--- src/rtl/aarm_pkg.sv ---
// Shared constants, types and helpers of the axis-angle rotation matrix block.
`timescale 1ns / 1ps

package aarm_pkg;

    // Scaled axis magnitude width and internal Q30 widths
    localparam int MAG_W = 32;
    localparam int Z_W   = 35;
    localparam int Q_W   = 34;

    localparam logic signed [Z_W-1:0] Q30_HALF_PI = 35'sd1686629713;
    localparam logic signed [Z_W-1:0] Q30_PI      = 35'sd3373259426;
    localparam logic signed [Q_W-1:0] Q30_ONE     = 34'sd1073741824;

    localparam logic [31:0] ATAN_HEAD [10] = '{
        32'd843314857, 32'd497837829, 32'd263043837, 32'd133525159, 32'd67021687,
        32'd33543516,  32'd16775851,  32'd8388437,   32'd4194283,   32'd2097149
    };

    // One classified request handed from the front end to the back end
    typedef struct packed {
        logic [2:0][MAG_W-1:0]  mag;   // |component| scaled by the shift that puts the largest into (2^30, 2^31]
        logic [2:0]             neg;
        logic                   zero;
        logic                   flip;  // angle folded by pi
        logic signed [Z_W-1:0]  z;     // folded angle, Q30
    } aarm_job_t;

    typedef enum logic [2:0] {
        ST_IDLE,
        ST_SQSUM,
        ST_SQRT,
        ST_DIV,
        ST_CORDIC,
        ST_MUL,
        ST_EMIT
    } aarm_state_t;

    // Product schedule of the matrix terms
    typedef enum logic [3:0] {
        OP_SQ0, OP_SQ1, OP_SQ2,
        OP_D0,  OP_D1,  OP_D2,
        OP_P01, OP_P02, OP_P12,
        OP_A01, OP_A02, OP_A12,
        OP_S2,  OP_S1,  OP_S0
    } aarm_op_t;

    function automatic logic signed [Q_W-1:0] atan_q30(input logic [4:0] i);
        logic signed [Q_W-1:0] r;
        if (i < 5'd10) begin
            r = Q_W'(ATAN_HEAD[i[3:0]]);
        end
        else if (i <= 5'd30) begin
            r = Q_W'(1) << (5'd30 - i);
        end
        else begin
            r = '0;
        end
        return r;
    endfunction

endpackage

--- src/rtl/aarm_queue.sv ---
// Two-entry queue between the front end and the back end.
`timescale 1ns / 1ps

module aarm_queue (
    input  logic                clk,
    input  logic                rst_n,
    input  logic                wr_valid,
    output logic                wr_ready,
    input  aarm_pkg::aarm_job_t wr_data,
    output logic                rd_valid,
    input  logic                rd_ready,
    output aarm_pkg::aarm_job_t rd_data
);
    import aarm_pkg::*;

    aarm_job_t  slot_reg [2];
    logic       wr_ptr_reg;
    logic       rd_ptr_reg;
    logic [1:0] count_reg;
    logic       push, pop;

    assign wr_ready = (count_reg != 2'd2);
    assign rd_valid = (count_reg != 2'd0);
    assign rd_data  = slot_reg[rd_ptr_reg];
    assign push     = wr_valid && wr_ready;
    assign pop      = rd_valid && rd_ready;

    always_ff @(posedge clk or negedge rst_n)
    begin
        if (!rst_n)
        begin
            wr_ptr_reg <= 1'b0;
            rd_ptr_reg <= 1'b0;
            count_reg  <= 2'd0;
        end
        else
        begin
            if (push)
            begin
                wr_ptr_reg <= !wr_ptr_reg;
            end
            if (pop)
            begin
                rd_ptr_reg <= !rd_ptr_reg;
            end
            count_reg <= count_reg + {1'b0, push} - {1'b0, pop};
        end
    end

    always_ff @(posedge clk)
    begin
        if (push)
        begin
            slot_reg[wr_ptr_reg] <= wr_data;
        end
    end

endmodule

--- config.mk ---
export PLATFORM = sky130hd
export DESIGN_NAME = aarm_queue
export DESIGN_NICKNAME = d
export VERILOG_FILES = /design/src/rtl/aarm_pkg.sv /design/src/rtl/aarm_queue.sv
export SDC_FILE = /design/constraint.sdc
export NUM_CORES = 1
export LEC_CHECK = 0
export BUFFER_PORTS_ARGS = -buffer_cell sky130_fd_sc_hd__buf_4
export CAP_MARGIN = 30
export CORE_MARGIN = 4
export CORE_UTILIZATION = 32
export CTS_CLUSTER_SIZE = 40
export DETAILED_ROUTE_END_ITERATION = 16
export SYNTH_ARGS = -nofsm -noshare
export SYNTH_HDL_FRONTEND = slang
export SYNTH_SLANG_ARGS = --single-unit
--- constraint.sdc ---
create_clock -name clk -period 11.5 [get_ports clk]
set_clock_uncertainty 0.1 [all_clocks]
set_input_delay 2.3 -clock clk [delete_from_list [all_inputs] [get_ports clk]]
set_output_delay 2.3 -clock clk [all_outputs]
set_load 0.02 [all_outputs]
==> After elaboration in Yosys (flattened, before gate mapping) <==
Memories as Yosys holds them, arrays and structs flattened.
Index checks and enable logic that the tools add are counted.
{ "classes": {"add_sub_neg": 2, "eq_ne": 1, "mux": 2, "n_reduce_logical": 5} }
{ "ops": {"columns": ["operator", "n"], "rows": [
  ["2-bit by 1-bit adder with 2-bit output", 1],
  ["1-bit logical AND", 2],
  ["1-bit zero test", 2],
  ["1-bit two-way mux", 2],
  ["2-bit inequality test, second input constant", 1],
  ["2-bit nonzero test", 1],
  ["2-bit by 1-bit subtractor with 2-bit output", 1]
]} }
{ "word_totals": {"reg_bits": 4, "mem_bits_rw": 272, "in_bits": 140, "out_inout_bits": 138, "elab_cells": 14, "n_memories": 1} }
{ "mem_list": {"columns": ["name", "words", "width", "rd", "rd_ports_with_merged_regs", "write_ports", "line", "text"], "rows": [
  ["slot_reg", 2, 136, 1, 0, 1, "aarm_queue.sv:16", "aarm_job_t slot_reg [2];"]
]} }

==> Longest topological paths before layout <==
Gate-level depths: netlist of the first run.
{ "logic_depth": {"ltp_word": 4, "mapped_depth": 5, "depth_no_buf": 5} }

==> Worst setup path after synthesis of the first run <==
Ideal clock, no wire load.
{ "synth_path": {"path_type": "input -> register", "start": "in wr_valid", "end": "mem slot_reg[0][0] in the netlist's numbering (enable)", "setup_ns": 0.633, "t_arrival_ns": 8.030, "required_ns": 10.767, "path_slack_ns": 2.737, "cell_stages": 2, "n_path_buf": 0, "cell_sequence": "nand2_1 nor2_1"} }
{ "synth_via": {"elab_chain_len": 3} }
{ "synth_rtl": {"columns": ["element", "line", "text"], "rows": [
  ["start, declared", "aarm_queue.sv:7", "input logic wr_valid,"],
  ["1-bit logical AND", "aarm_queue.sv:25", "assign push = wr_valid && wr_ready;"],
  ["1-bit two-way mux", "aarm_queue.sv:52", "if (push)"],
  ["1-bit two-way mux (not written as such)", "aarm_queue.sv:54", "slot_reg[wr_ptr_reg] <= wr_data;"],
  ["end, declared", "aarm_queue.sv:16", null]
]} }
Every way passes these cells.

==> flow_metrics.env, run 1 <==
export IMPL_worstPathArrival_ns=3.11
export IMPL_path_clk_slew_ns=0.06
export IMPL_rows=64
export IMPL_power_leakage_nw=5.03
export IMPL_ys_async_sr_fraction_pct=1.45
export IMPL_post_cts_resized=0
export IMPL_area_growth_pct=35.0
export IMPL_drt_iter0_drc=173
export IMPL_r2r_end="slot_reg[1][21]"
export IMPL_cp_max_fo=71
export IMPL_yosysSeqAreaShare_pct=82.0
export IMPL_chipWidth_um=186
export IMPL_synth_fp_nets=586
export IMPL_syn_inst=445
export IMPL_synth_flop_cell="edfxtp_1"
export IMPL_post_synth_cell_area_avg_sq_um=22.7
export IMPL_grt_busiest_layer="met2"
export IMPL_nets=887
export IMPL_final_common_cell="buf_4"
export IMPL_reg2regPathDepth=3
export IMPL_startpoint_type="flop"
export IMPL_drt_total_wl_mm=21.1
export IMPL_ys_seq_elements=276
export IMPL_final_setup_worst_slack_ns=5.99
export IMPL_required_ns=9.10
export IMPL_synth_top_area_share_pct=81.0
export IMPL_synth_fa_ha_area_share_pct=0.124
export IMPL_r2r_start="count_reg[0]"
export IMPL_synth_xor_area_share_pct=0.261
export IMPL_run_status="finished clean"
export IMPL_wl_per_cell_um=18.1
export IMPL_cap_violations=0
export IMPL_drive_gt1_share_pct=60.8
export IMPL_cts_tree="built"
export IMPL_grt_max_degree=72
export IMPL_grt_pass1_vias=5490
export IMPL_gp_congestion=0.727
export IMPL_largest_reg_flops=272
export IMPL_gr_usage_met1_pct=13.6
export IMPL_total_power_mw=3.64
export IMPL_synth_area_sq_um=10100
export IMPL_cts_buffers=30
export IMPL_hold_start="wr_ptr_reg"
export IMPL_via_per_inst=4.42
export IMPL_worstSetupPathType="flop to primary output"
export IMPL_crit_chain="buf_4 > mux2_2 > buf_4"
export IMPL_critical_path_max_stage_delay_ns=1.06
export IMPL_synthSimpleGateAreaFrac_pct=0.596
export IMPL_worstSkewPairLatency_ns=0.53
export IMPL_grt_use_total_pct=11.5
export IMPL_portBuffers=277
export IMPL_powerDensity_nw_per_um2=268
export IMPL_postCtsSetupRepairBufs=0
export IMPL_fin_area_sq_um=13600
export IMPL_crit_top_cell="buf_4"
export IMPL_rsz0062_at_grt="no"
export IMPL_hold_end="wr_ptr_reg"
export IMPL_hold_path_depth=1
export IMPL_final_cell_mix="282 x buf_4, 272 x edfxtp_1, 136 x mux2_2"
export IMPL_fmax_mhz=181
export IMPL_synth_edf_count=272
export IMPL_grtUsageMet3_pct=4.63
export IMPL_yosysWarnings=0
export IMPL_post_place_ws_ns=6.45
export IMPL_firstDrtPassIters=4
export IMPL_ios=278
export IMPL_r2r_slack_ns=9.19
export IMPL_fin_crit_sh_pct=47.9
export IMPL_ys_types=18
export IMPL_peakVddDrop_mv=0.146
export IMPL_dp_final_hpwl_mm=13.8
export IMPL_netlist_top_cell_by_area="edfxtp_1"
export IMPL_worstMarginPinSlew_ns=0.964
export IMPL_cp_buffers_inverters=2
export IMPL_final_min_clock_period_ns=5.51
export IMPL_cts_root_buffer="clkbuf_16"
export IMPL_crit_family="flip-flops"
export IMPL_fin_tns_setup_ns=0
export IMPL_ctsHoldBuffers=0
export IMPL_overflow=0
export IMPL_clockBufferDepth=3
export IMPL_dpl_cell_area_sq_um=12500
export IMPL_synth_top_family_by_area="multiplexers"
export IMPL_grt_pass1_wl_mm=30.9
export IMPL_cp_slowest_cell="dfrtp_4"
export IMPL_slew_violations=0
export IMPL_hp_class="flop to flop"
export IMPL_setup_violations=0
export IMPL_endpoint_kind="primary output"
export IMPL_via_count=5154
export IMPL_htreeDepth=1
export IMPL_hold_viol_final=0
export IMPL_ant_nets=0
export IMPL_start_util_pct=32.7
export IMPL_yosys_mux_area_fraction_pct=15.2
export IMPL_clock_sinks=276
export IMPL_synth_compound_area_share_pct=0.236
export IMPL_synthTopCellsByArea="edfxtp_1 81%, mux2_2 15%, buf_6 1.5%"
export IMPL_grt_util_met2_pct=19.4
export IMPL_max_slew_margin_pct=35.7
export IMPL_fp_dieH_um=186
export IMPL_antenna_found_initial=1
export IMPL_drcViolationCount=0
export IMPL_fillers=2701
export IMPL_coreArea_sq_um=30800
export IMPL_die_area_sq_um=34400
==> final cells by class <==
cell class	instances	area [sq um]	area share [%]
clock buffers	34	787	5.78
clock inverters	20	216	1.59
well taps	396	495	3.64
repair buffers	284	2170	16.0
diodes	1	2.50	0.0184
multi-input cells	154	1670	12.2
flip-flops and latches	276	8270	60.8
==> per-stage QoR <==
stage                     utilization, %  cells  hold WS, ns
after detailed placement            40.7   1108        0.450
after global routing                44.1   1165        0.481
after floorplan                        -    445        0.360
after CTS                           44.0   1162        0.458
after global placement              40.7   1108        0.443
final                               44.1   1165        0.457
==> logic make-up after synthesis <==
group	Yosys count
AND/OR/NAND/NOR	11
AO/OA/AOI/OAI	3
multiplexers	136
XOR/XNOR	3
buffers and inverters	15
flip-flops	276
adder cells (fa/ha/maj)	1
==> worst max-delay path by stage <==
stage	depth (start not counted)	startpoint	slack, ns	end
after floorplan	2	wr_valid	2.74	slot_reg[0][0]
after global placement	3	rd_ptr_reg	6.48	rd_data[100]
after detailed placement	3	rd_ptr_reg	6.45	rd_data[85]
after CTS	3	rd_ptr_reg	5.86	rd_data[33]
after global routing	3	rd_ptr_reg	5.78	rd_data[85]
final	3	rd_ptr_reg	5.99	rd_data[76]
==> cell usage after synthesis (2+ instances only) <==
| master | count |
|---|---|
| edfxtp_1 | 272 |
| mux2_2 | 136 |
| buf_6 | 13 |
| dfrtp_1 | 4 |
| nor2_1 | 3 |
| xnor2_1 | 3 |
| buf_4 | 2 |
| nand2_1 | 2 |
==> per-layer routing <==
metal  vias up  share of wire [%]
met5         -                  0
met3        41                9.7
met2       189                 49
met1      2536                 38
met4         0                3.5
li1       2388                  -
==> where the power goes <==
part	switching [mW]	internal, mW
Combinational	0.652	0.554
Clock	0.365	0.597
Sequential	0.0990	1.38
Total	1.12	2.53
No activity file was read; power rests on OpenSTA's default activity.
==> run 2, diff against run 1 <==
==> constraint.sdc (replaced) <==
create_clock -name clk -period 5.6 [get_ports clk]
set_clock_uncertainty 0.1 [all_clocks]
set_input_delay 1.12 -clock clk [delete_from_list [all_inputs] [get_ports clk]]
set_output_delay 1.12 -clock clk [all_outputs]
set_load 0.02 [all_outputs]
==> run 2 against run 1 <==
- worst setup slack got worse by 3.8 ns
- core utilization fell by 0.24 points
- routed wire length fell by 0.12%
- total power rose by 100%
- clock power rose by 88%
- die area did not move
- combinational power rose by 120%
- sequential share of layout area rose by 0.33 points
- non-clock buffer count did not move
- sequential cell count did not move
- cell area fell by 0.54%
- via count fell by 0.17%
- critical path type unchanged
- largest power group unchanged
==> flow_metrics.env, run 2 (synthesis results as in run 1) <==
export IMPL_run_status="finished clean"
export IMPL_required_ns=4.38
export IMPL_clockBufferDepth=3
export IMPL_chipWidth_um=186
export IMPL_fin_tns_setup_ns=0
export IMPL_rows=64
export IMPL_rsz0062_at_grt="no"
export IMPL_cp_buffers_inverters=2
export IMPL_worstSetupPathType="flop to primary output"
export IMPL_cp_slowest_cell="buf_12"
export IMPL_clock_sinks=276
export IMPL_portBuffers=277
export IMPL_drt_iter0_drc=221
export IMPL_startpoint_type="flop"
export IMPL_dp_final_hpwl_mm=13.6
export IMPL_setup_violations=0
export IMPL_cp_max_fo=137
export IMPL_critical_path_max_stage_delay_ns=0.56
export IMPL_postCtsSetupRepairBufs=0
export IMPL_grt_use_total_pct=11.5
export IMPL_hp_class="primary input to asynchronous set/reset pin"
export IMPL_fin_crit_sh_pct=61.6
export IMPL_worstSkewPairLatency_ns=0.54
export IMPL_max_slew_margin_pct=39.5
export IMPL_cts_root_buffer="clkbuf_16"
export IMPL_hold_viol_final=0
export IMPL_crit_family="buffers and inverters"
export IMPL_overflow=0
export IMPL_worstMarginPinSlew_ns=0.907
export IMPL_cap_violations=0
export IMPL_worstPathArrival_ns=2.23
export IMPL_slew_violations=0
export IMPL_die_area_sq_um=34400
export IMPL_n_antenna_cell=0
export IMPL_peakVddDrop_mv=0.467
export IMPL_htreeDepth=1
export IMPL_antenna_found_initial=0
export IMPL_grt_pass1_vias=5469
export IMPL_ctsHoldBuffers=0
export IMPL_fmax_mhz=290
export IMPL_dpl_cell_count=1109
export IMPL_crit_chain="buf_12 > mux2_2 > buf_4"
export IMPL_finalNonFillerCells=1164
export IMPL_power_leakage_nw=4.98
export IMPL_path_clk_slew_ns=0.06
export IMPL_firstDrtPassIters=4
export IMPL_powerDensity_nw_per_um2=542
export IMPL_final_cell_mix="280 x buf_4, 272 x edfxtp_1, 136 x mux2_2"
export IMPL_nets=888
export IMPL_fp_dieH_um=186
export IMPL_cts_buffers=31
export IMPL_post_cts_resized=0
export IMPL_gp_congestion=0.698
export IMPL_coreArea_sq_um=30800
export IMPL_drcViolationCount=0
export IMPL_final_min_clock_period_ns=3.45
export IMPL_grt_pass1_wl_mm=30.8
export IMPL_drt_total_wl_mm=21.1
export IMPL_grt_max_degree=138
export IMPL_ios=278
export IMPL_drive_gt1_share_pct=60.4
export IMPL_final_common_cell="buf_4"
export IMPL_cts_tree="built"
export IMPL_via_count=5145
export IMPL_endpoint_kind="primary output"
export IMPL_largest_reg_flops=272
export IMPL_start_util_pct=32.7
export IMPL_via_per_inst=4.42
export IMPL_ant_nets=0
export IMPL_wl_per_cell_um=18.1
export IMPL_area_growth_pct=34.2
[run 2: cell count changes in the layout (fill, tap and decap cells not counted), sizes merged]
| cell | before | now |
|---|---|---|
| clkbuf | 34 | 41 |
| inv | 0 | 1 |
| bufinv | 5 | 1 |
| diode | 1 | 0 |
| clkinv | 14 | 10 |
[run 2: metrics by stage]
| stage | area (sq um) | total power [mW] | utilization [%] | worst slack, ns | hold WS, ns |
|---|---|---|---|---|---|
| after detailed placement | 12600 | 5.62 | 40.9 | 2.50 | 0.446 |
| after global routing | 13500 | 7.71 | 43.9 | 2.05 | 0.228 |
| final | 13500 | 7.34 | 43.9 | 2.15 | 0.265 |
| after CTS | 13500 | 7.47 | 43.8 | 2.09 | 0.219 |
| after global placement | 12600 | 5.59 | 40.8 | 2.53 | 0.462 |
| after floorplan | 10100 | 4.61 | - | 0.314 | 0.379 |
[run 2: path summary, 6_finish.rpt]
path / from / to / slack [ns] / cells past startpoint
setup / recovery: rd_ptr_reg / rd_data[18] / 2.15 / 3
hold / removal: rst_n / rd_ptr_reg / 0.26 / 1
max in group asynchronous: rst_n / rd_ptr_reg / 5.02 / 1
min in group clk: wr_ptr_reg / wr_ptr_reg / 0.45 / 1
setup reg to reg: count_reg[0] / slot_reg[1][135] / 3.22 / 3
hold reg to reg: wr_ptr_reg / wr_ptr_reg / 0.45 / 1
[run 2: worst reg2reg max path: stages (launching register included)]
cell and delay, ns:
dfrtp_1 0.41, nand2b_1 0.18, and3_4 0.80, buf_4 0.53
[run 2: routing by layer]
| metal | track usage [%] | wire [um] | up-vias |
|---|---|---|---|
| met5 | 0 | 0 | - |
| met4 | 2.50 | 436 | 0 |
| met3 | 4.57 | 1930 | 34 |
| met2 | 19.4 | 10400 | 193 |
| met1 | 13.9 | 8330 | 2534 |
| li1 | - | - | 2384 |
[run 2: area by class of cell]
cell class	instances	area (sq um)
clock buffers	41	813
clock inverters	13	93.8
fillers	2745	17300
multi-input cells	154	1670
flip-flops and latches	276	8270
well taps	396	495
repair buffers	284	2200
[run 2: where the power goes]
part | total [mW] | internal [mW] | switching (mW)
logic | 2.61 | 1.15 | 1.46
clock network | 1.81 | 1.06 | 0.750
registers | 2.92 | 2.82 | 0.0958
total | 7.34 | 5.03 | 2.30
