<file path="src/rtl/aarm_pkg.sv">
// Shared constants, types and helpers of the axis-angle rotation matrix block.
`timescale 1ns / 1ps

package aarm_pkg;

    // Scaled axis magnitude width and internal Q30 widths
    localparam int MAG_W = 32;
    localparam int Z_W   = 35;
    localparam int Q_W   = 34;

    localparam logic signed [Z_W-1:0] Q30_HALF_PI = 35'sd1686629713;
    localparam logic signed [Z_W-1:0] Q30_PI      = 35'sd3373259426;
    localparam logic signed [Q_W-1:0] Q30_ONE     = 34'sd1073741824;

    localparam logic [31:0] ATAN_HEAD [10] = '{
        32'd843314857, 32'd497837829, 32'd263043837, 32'd133525159, 32'd67021687,
        32'd33543516,  32'd16775851,  32'd8388437,   32'd4194283,   32'd2097149
    };

    // One classified request handed from the front end to the back end
    typedef struct packed {
        logic [2:0][MAG_W-1:0]  mag;   // |component| scaled by the shift that puts the largest into (2^30, 2^31]
        logic [2:0]             neg;
        logic                   zero;
        logic                   flip;  // angle folded by pi
        logic signed [Z_W-1:0]  z;     // folded angle, Q30
    } aarm_job_t;

    typedef enum logic [2:0] {
        ST_IDLE,
        ST_SQSUM,
        ST_SQRT,
        ST_DIV,
        ST_CORDIC,
        ST_MUL,
        ST_EMIT
    } aarm_state_t;

    // Product schedule of the matrix terms
    typedef enum logic [3:0] {
        OP_SQ0, OP_SQ1, OP_SQ2,
        OP_D0,  OP_D1,  OP_D2,
        OP_P01, OP_P02, OP_P12,
        OP_A01, OP_A02, OP_A12,
        OP_S2,  OP_S1,  OP_S0
    } aarm_op_t;

    function automatic logic signed [Q_W-1:0] atan_q30(input logic [4:0] i);
        logic signed [Q_W-1:0] r;
        if (i < 5'd10) begin
            r = Q_W'(ATAN_HEAD[i[3:0]]);
        end
        else if (i <= 5'd30) begin
            r = Q_W'(1) << (5'd30 - i);
        end
        else begin
            r = '0;
        end
        return r;
    endfunction

endpackage

</file>
<file path="src/rtl/aarm_if.sv">
// Request and row channel interfaces of the rotation matrix block.
`timescale 1ns / 1ps

interface aarm_axis_if #(parameter int DATA_WIDTH = 16);
    logic                         valid;
    logic                         ready;
    logic signed [DATA_WIDTH-1:0] axis_x;
    logic signed [DATA_WIDTH-1:0] axis_y;
    logic signed [DATA_WIDTH-1:0] axis_z;
    logic signed [DATA_WIDTH-1:0] angle;

    modport source (output valid, axis_x, axis_y, axis_z, angle, input ready);
    modport sink   (input valid, axis_x, axis_y, axis_z, angle, output ready);
endinterface


</file>
<file path="src/rtl/aarm_front.sv">
// Front end: takes requests, finds the axis scale and folds the angle.
`timescale 1ns / 1ps

module aarm_front #(
    parameter int DATA_WIDTH = 16
) (
    input  logic              clk,
    input  logic              rst_n,
    aarm_axis_if.sink         axis,
    output logic              job_valid,
    input  logic              job_ready,
    output aarm_pkg::aarm_job_t job
);
    import aarm_pkg::*;

    localparam int ZSH = 33 - DATA_WIDTH;

    logic                         s1_valid_reg;
    logic [DATA_WIDTH-1:0]        s1_mag_reg [3];
    logic [2:0]                   s1_neg_reg;
    logic [DATA_WIDTH-1:0]        s1_mx_reg;
    logic signed [DATA_WIDTH-1:0] s1_angle_reg;

    logic [DATA_WIDTH-1:0]        mag_x, mag_y, mag_z, mx;
    logic [DATA_WIDTH-1:0]        mxm1;
    logic [4:0]                   msb, clog, k;
    logic signed [Z_W-1:0]        z0;

    // stage 1: magnitudes and largest magnitude
    assign mag_x = axis.axis_x[DATA_WIDTH-1] ? (~axis.axis_x + 1'b1) : axis.axis_x;
    assign mag_y = axis.axis_y[DATA_WIDTH-1] ? (~axis.axis_y + 1'b1) : axis.axis_y;
    assign mag_z = axis.axis_z[DATA_WIDTH-1] ? (~axis.axis_z + 1'b1) : axis.axis_z;

    always_comb
    begin
        mx = mag_x;
        if (mag_y > mx)
        begin
            mx = mag_y;
        end
        if (mag_z > mx)
        begin
            mx = mag_z;
        end
    end

    assign axis.ready = !s1_valid_reg || job_ready;

    always_ff @(posedge clk or negedge rst_n)
    begin
        if (!rst_n)
        begin
            s1_valid_reg <= 1'b0;
        end
        else if (axis.ready)
        begin
            s1_valid_reg <= axis.valid;
        end
    end

    always_ff @(posedge clk)
    begin
        if (axis.ready && axis.valid)
        begin
            s1_mag_reg[0] <= mag_x;
            s1_mag_reg[1] <= mag_y;
            s1_mag_reg[2] <= mag_z;
            s1_neg_reg    <= {axis.axis_z[DATA_WIDTH-1], axis.axis_y[DATA_WIDTH-1],
                              axis.axis_x[DATA_WIDTH-1]};
            s1_mx_reg     <= mx;
            s1_angle_reg  <= axis.angle;
        end
    end

    // stage 2: shift that puts the largest magnitude into (2^30, 2^31]
    assign mxm1 = s1_mx_reg - 1'b1;

    always_comb
    begin
        msb = '0;
        for (int b = 0; b < DATA_WIDTH; b++)
        begin
            if (mxm1[b])
            begin
                msb = 5'(b);
            end
        end
    end

    assign clog = (s1_mx_reg <= DATA_WIDTH'(1)) ? 5'd0 : msb + 5'd1;
    assign k    = 5'd31 - clog;
    assign z0   = Z_W'(s1_angle_reg) <<< ZSH;

    always_comb
    begin
        for (int i = 0; i < 3; i++)
        begin
            job.mag[i] = MAG_W'(s1_mag_reg[i]) << k;
        end
        job.neg  = s1_neg_reg;
        job.zero = (s1_mx_reg == '0);
        priority if (z0 > Q30_HALF_PI)
        begin
            job.z    = z0 - Q30_PI;
            job.flip = 1'b1;
        end
        else if (z0 < -Q30_HALF_PI)
        begin
            job.z    = z0 + Q30_PI;
            job.flip = 1'b1;
        end
        else
        begin
            job.z    = z0;
            job.flip = 1'b0;
        end
    end

    assign job_valid = s1_valid_reg;

endmodule

</file>
<file path="src/flat_wrapper.sv">
// flat-port wrapper written by rule: the top's interface ports become plain ports
module aarm_front_flat import aarm_pkg::*;
#(
    parameter int DATA_WIDTH = 16
)
  (clk, rst_n, job_valid, job_ready, job, axis_valid, axis_axis_x, axis_axis_y, axis_axis_z, axis_angle, axis_ready);
  aarm_axis_if #(.DATA_WIDTH(DATA_WIDTH)) axis_i ();
  input  logic clk;
  input  logic rst_n;
  output logic job_valid;
  input  logic job_ready;
  output aarm_pkg::aarm_job_t job;
  input wire logic [$bits(axis_i.valid)-1:0] axis_valid;
  input wire logic [$bits(axis_i.axis_x)-1:0] axis_axis_x;
  input wire logic [$bits(axis_i.axis_y)-1:0] axis_axis_y;
  input wire logic [$bits(axis_i.axis_z)-1:0] axis_axis_z;
  input wire logic [$bits(axis_i.angle)-1:0] axis_angle;
  output wire logic [$bits(axis_i.ready)-1:0] axis_ready;
  assign axis_i.valid = axis_valid;
  assign axis_i.axis_x = axis_axis_x;
  assign axis_i.axis_y = axis_axis_y;
  assign axis_i.axis_z = axis_axis_z;
  assign axis_i.angle = axis_angle;
  assign axis_ready = axis_i.ready;
  aarm_front #(.DATA_WIDTH(DATA_WIDTH)) u_core (.clk(clk), .rst_n(rst_n), .axis(axis_i), .job_valid(job_valid), .job_ready(job_ready), .job(job));
endmodule
</file>
<file path="config.mk">
export PLATFORM = sky130hd
export DESIGN_NAME = aarm_front_flat
export DESIGN_NICKNAME = d
export VERILOG_FILES = /design/src/rtl/aarm_pkg.sv /design/src/rtl/aarm_if.sv /design/src/rtl/aarm_front.sv /design/src/flat_wrapper.sv
export SDC_FILE = /design/constraint.sdc
export NUM_CORES = 1
export LEC_CHECK = 0
export BUFFER_PORTS_ARGS = -buffer_cell sky130_fd_sc_hd__buf_2
export CORE_ASPECT_RATIO = 0.5
export CORE_MARGIN = 4
export CORE_UTILIZATION = 40
export CTS_BUF_LIST = sky130_fd_sc_hd__clkbuf_8 sky130_fd_sc_hd__clkbuf_16
export DETAILED_ROUTE_END_ITERATION = 10
export PLACE_DENSITY = 0.64
export SYNTH_ARGS = -nofsm -noshare
export SYNTH_HDL_FRONTEND = slang
export SYNTH_SLANG_ARGS = --single-unit
</file>
<file path="constraint.sdc">
create_clock -name clk -period 10.4 [get_ports clk]
set_input_delay 1.04 -clock clk [delete_from_list [all_inputs] [get_ports clk]]
set_output_delay 1.04 -clock clk [all_outputs]
set_load 0.1 [all_outputs]
</file>
**Word level (Yosys, flattened, before mapping)**

Memory sizes are Yosys's and may differ from the RTL's.
Index checks and enable logic that the tools add are counted.

- Shift operators: 3
- Bitwise logic cells: 3
- $add $sub $neg: 8
- Muxes and demuxes: 25
- $lt $le $gt $ge: 5
- Reduce and logical (&&, ||, !) cells: 4

Operator list:

| cell | count |
|---|---|
| << shifter 16 x 5 -> 32 bit | 3 |
| 2-to-1 mux 16 bit | 5 |
| 2-to-1 mux 36 bit | 2 |
| adder 16 x 1 -> 16 bit (second input constant) | 3 |
| NOT 16 bit | 3 |
| adder 33 x 33 -> 34 bit (second input constant) | 1 |
| subtractor 33 x 33 -> 34 bit (second input constant) | 1 |
| greater-than comparator 33 x 32 -> 1 bit (second input constant) | 1 |
| less-than comparator 33 x 32 -> 1 bit (second input constant) | 1 |
| greater-than comparator 16 bit | 2 |
| 2-to-1 mux 4 bit | 8 |
| less-or-equal comparator 16 x 1 -> 1 bit (second input constant) | 1 |
| logical NOT 16 bit | 1 |
| subtractor 16 x 1 -> 16 bit (second input constant) | 1 |
| 2-to-1 mux 3 bit | 4 |
| adder 4 x 1 -> 5 bit (second input constant) | 1 |
| 2-to-1 mux 5 bit | 1 |
| subtractor 5 bit (first input constant) | 1 |
| 2-to-1 mux 2 bit | 2 |
| 2-to-1 mux 1 bit | 3 |
| logical AND 1 bit | 1 |
| logical NOT 1 bit | 1 |
| logical OR 1 bit | 1 |

- Register bits: 36
- Output and inout port bits: 138
- Word-level logic and storage cells: 53
- Memory bits (writable): 48
- Input bits: 68
- Memories: 1

Memories:

| memory | words | bits a word | rd ports | clocked after memory_dff | wr ports | RTL line | source |
|---|---|---|---|---|---|---|---|
| u_core.s1_mag_reg | 3 | 16 | 3 | 0 | 3 | aarm_front.sv:19 | `logic [DATA_WIDTH-1:0] s1_mag_reg [3];` |

**Longest topological paths before layout**

- Depth in word-level cells: 20
- Mapped depth: 28
- Gate-level depth less buffers: 25

**Worst setup path after synthesis**

No wires, ideal clock.

- Path type: reg2out
- From: register u_core.s1_mx_reg[0]
- To: output job[116] (netlist name)
- Data required time: 9360 ps
- Buffers on the path: 4
- Arrival: 6260 ps
- Path slack: 3100 ps
- Stages on the path, launching flop included: 19
- Cell sequence: edfxtp_1 > inv_1 > ha_1 > or3b_1 > buf_2 > or4_1 > o22ai_2 > nand3_1 > o21ai_4 > inv_4 > buf_6 > ha_1 > clkbuf_1 > nand2_1 > clkbuf_1 > nor3_1 > nor4_2 > nor3_1 > a211oi_1

RTL lines:

| element | RTL line | source |
|---|---|---|
| start, declared | aarm_front.sv:21 | `logic [DATA_WIDTH-1:0] s1_mx_reg;` |
| start signal, assigned | aarm_front.sv:70 | `s1_mx_reg <= mx;` |
| end, declared | flat_wrapper.sv:12 | `output aarm_pkg::aarm_job_t job;` |

==> results by stage <==
Die:
- The number of rows in the core area is 40.
- The starting density of the core is 40.9%.
- For this design the top-level I/O count stands at 206.
- The die outline height is 119 um.
- The die outline width is 230 um.
- The floorplan step defined a core boundary enclosing 0.0241 sq mm.
- The total die area is 0.0274 sq mm.

Clock tree:
- The number of setup buffers added after CTS is 0.
- The total number of H-tree levels is 3.
- After clock tree synthesis, the repair step resized 0 gates.
- Clock tree synthesis selected as its root buffer the cell clkbuf_16.
- The tree built by TritonCTS fans out to 84 sinks.
- The CTS tree is done.
- Clock-pin slew was measured on the worst setup and hold paths at 80 ps.
- Buffers inserted during clock tree synthesis total 9.
- Buffers inserted to repair hold after CTS numbered 0.
- The later pin in the worst-skew pair is clocked with a latency of 370 ps.
- The clock passes through at most 2 buffers.

Critical path:
- The worst setup path startpoint is u_core.s1_mx_reg[1]$_DFFE_PP_.
- Broken down by cell family, the worst path's largest delay share belongs to simple AND/OR/NAND/NOR gates.
- The largest fanout of any net on the critical path is 72.
- In this run the critical register-to-register path is captured at u_core.s1_angle_reg[0]$_DFFE_PP_.
- By startpoint and endpoint, the worst setup path is classified as register to output pin.
- The kind of launch point of the worst setup path is a register.
- The startpoint identified for the worst register-to-register timing path is u_core.job_valid$_DFFE_PN0N_.
- The required time of the worst setup path is 9360 ps.
- The slack of the worst reg-to-reg path is 8520 ps.
- The buffering stage count on the worst path with inverters included is 3.
- The total number of cells along the worst setup path is 16.
- The signal on the critical path passes through inv_1, ha_1, or3b_1, or4_1, o22ai_2, nand3_1, o21ai_4, inv_4, ha_1, and2_4, mux2i_1, mux2_2, mux2i_1, o21ai_0, a21oi_1, buf_2.
- For this run, the slowest stage of the critical path takes 830 ps.
- The sort of element at the end of the critical path is an output pin.
- The depth of the worst register-to-register path is 3.
- The signal arrival time at the worst endpoint is 6800 ps.
- The capturing element of the worst setup path is job[118].
- For this design, the slowest cell found on the critical path is and2_4.

Layout:
- The share of final-layout standard cells stronger than drive strength 1 is 21.5%.
- The count of filler cells inserted in the layout is 2390.
- The number of antenna diodes is 0.
- The register with the most flip-flops in the layout has 48 of them.
- At the end of the flow, the number of nets in the layout was 1398.
- Cells fill 46.0% of the core in the end.
- The summed area of non-filler cells in the final layout is 0.0111 sq mm.
- The area growth from synthesis to layout is 12.4%.

STA:
- On the final layout, the worst hold slack is 429 ps.
- The measured slew at the worst slew-check pin is 1140 ps.
- The worst slew slack as a fraction of its limit is 24.0%.
- Setup repair after global routing left no endpoint under its margin.
- The post-route minimum period is 7840 ps.
- The final number of hold-violating endpoints was 0.
- After layout, the worst path uses 75.4% of the clock period.
- On the final layout, the worst clock skew is 20.2 ps.
- The number of pins exceeding their max-slew limit in the final report is 0.
- The maximum operating frequency is 0.128 GHz.
- After routing, the total negative slack on setup checks comes to 0 ps.
- Setup slack closes at 2560 ps.
- The total of endpoints with negative setup slack in the final report is 0.

Synth:
- After technology mapping, the gate count stands at 1165.
- Among all flip-flop cells after synthesis, the most frequent one is edfxtp_1.
- The largest total area in the synthesized netlist belongs to edfxtp_1.
- The complex-gate fraction of the synthesized area is 23.8%.
- The mapped netlist covers 0.00988 sq mm.
- Counting distinct cell types in the post-synthesis netlist gives 96.
- The synthesized netlist devotes 19.9% of its cell area to simple gates.
- The number of warnings printed during yosys synthesis is 0.
- Counting instances in the post-synthesis netlist gives the leading cell types as 119 x nand2_1, 110 x mux2i_1, 87 x nor2_1, 83 x edfxtp_1, 52 x a21oi_1.
- Summed over its instances, the top area cell type makes up 25.2% of the synthesized netlist area.
- Yosys attributes the largest share of cell area to edfxtp_1 25%, mux2i_1 11%, ha_1 5.2%.
- The post-synthesis share of cell area spent on xor and xnor gates is 4.88%.
- The post-synthesis average cell area is 8.48 sq um.
- Multiplexer cells account for 12.9% of the synthesized area.
- The number of flops mapped to enable cells by yosys is 83.
- After synthesis, the largest family of logic cells by area is compound AO/OA/AOI/OAI gates.
- The dominant cell by count in the synthesized netlist is nand2_1.
- The share of flip-flops with an asynchronous set or reset after synthesis is 1.19%.
- The share of the Yosys chip area taken by registers is 25.5%.
- The synthesized netlist devotes 5.19% of its cell area to adder and majority cells.
- The count of state elements after synthesis is 84.

Global routing:
- The number of global-route vias before repair came to 9110.
- The initial antenna violation count was 0.
- The maximum number of pins on one net before global-route repair is 84.
- The aggregate global routing overflow is 0.
- The first global-routing pass estimated 53300 um of wire.
- Global routing used 24.5% of the available tracks.

Drt:
- The via density per instance is 6.07.
- The detailed router placed 9897 vias in this run.
- Dividing the detail-routed wire length by the instance count gives 21.5 um.
- The initial DRC count is 1165.
- In this run the remaining antenna-violating nets after routing total 0.
- The number of iterations in the first detailed-routing pass is 6.
- The overall routed net length is 35100 um.
- The residual DRC count is 0.

Min path:
- The class of the most critical hold timing path is input port to asynchronous set/reset pin.

Status:
- The flow ran to the end, and the final reports show no timing, DRC or antenna violations.

Power and ir drop:
- For this design the ratio of total power to cell area is 312 mW/mm^2.
- The worst-case IR drop observed on VDD is 0.000358 V.
- The static power due to leakage is 4.65 nW.

Placement:
- The number of port buffers is 192.
- The instance area after placement is 0.0108 sq mm.
- The congestion estimate from routability-driven global placement came to 1.03.
- Timing analysis after detailed placement gives a worst setup slack of 2870 ps.
- The HPWL after detailed placement is 27400 um.

Job:
- The max-capacitance violation count is 0.
## layout make-up
cell class / instances / area [sq um] / share of cell area (%)
Timing Repair Buffer: 204 / 1050 / 9.47
Clock inverter: 7 / 75.1 / 0.677
Multi-Input combinational cell: 947 / 6640 / 59.9
Sequential cell: 84 / 2520 / 22.7
Inverter: 43 / 164 / 1.48
Tap cell: 336 / 420 / 3.79
Clock buffer: 9 / 225 / 2.03
## kinds of logic after synthesis
family / count (synthesis)
simple gates: 388
compound gates: 325
buf+inv: 146
mux: 125
flops: 84
xor+xnor: 55
fa+ha+maj: 41
other cells: 1
## routing by layer
| metal | track usage (%) | vias to the layer above | share of wire, % |
|---|---|---|---|
| li1 | - | 4598 | - |
| met1 | 37.0 | 4713 | 47 |
| met2 | 34.3 | 531 | 41 |
| met3 | 6.45 | 55 | 10 |
| met4 | 6.30 | 0 | 2.0 |
| met5 | 0 | - | 0 |
## power breakdown
part / internal, mW / total (mW) / switching, mW
registers: 0.420 / 0.475 / 0.0556
logic: 0.566 / 2.66 / 2.09
clock network: 0.187 / 0.329 / 0.142
## cells in the final DEF (no fill, tap or decap), types with 17 or more instances in the layout
cell / instances
buf_2: 192
nand2_1: 119
mux2i_1: 110
nor2_1: 87
edfxtp_1: 83
a21oi_1: 52
o21ai_0: 51
inv_1: 43
xnor2_1: 42
ha_1: 41
nor3_1: 32
nand3_1: 26
o22ai_1: 24
o211ai_1: 21
or3_1: 19
o21a_1: 17
## metrics by stage
| stage | cells | power (mW) |
|---|---|---|
| 5_1_grt | 1630 | 3.60 |
| 3_3_place_gp | 1614 | 3.08 |
| 6_report | 1630 | 3.46 |
| 3_5_place_dp | 1614 | 3.10 |
| 4_1_cts | 1630 | 3.43 |
| 2_1_floorplan | 1177 | 2.65 |
## how the worst min path moves through the flow
stage                     slack [ps]  cells after the start                           end                    startpoint
after floorplan                  740                      0  u_core.job_valid$_DFFE_PN0N_                         rst_n
after global placement           500                      2  u_core.job_valid$_DFFE_PN0N_  u_core.job_valid$_DFFE_PN0N_
after detailed placement         540                      2  u_core.job_valid$_DFFE_PN0N_  u_core.job_valid$_DFFE_PN0N_
after CTS                        410                      1  u_core.job_valid$_DFFE_PN0N_                         rst_n
after global routing             420                      1  u_core.job_valid$_DFFE_PN0N_                         rst_n
final                            430                      1  u_core.job_valid$_DFFE_PN0N_                         rst_n
Note: power is estimated with default switching activity, not from simulation.
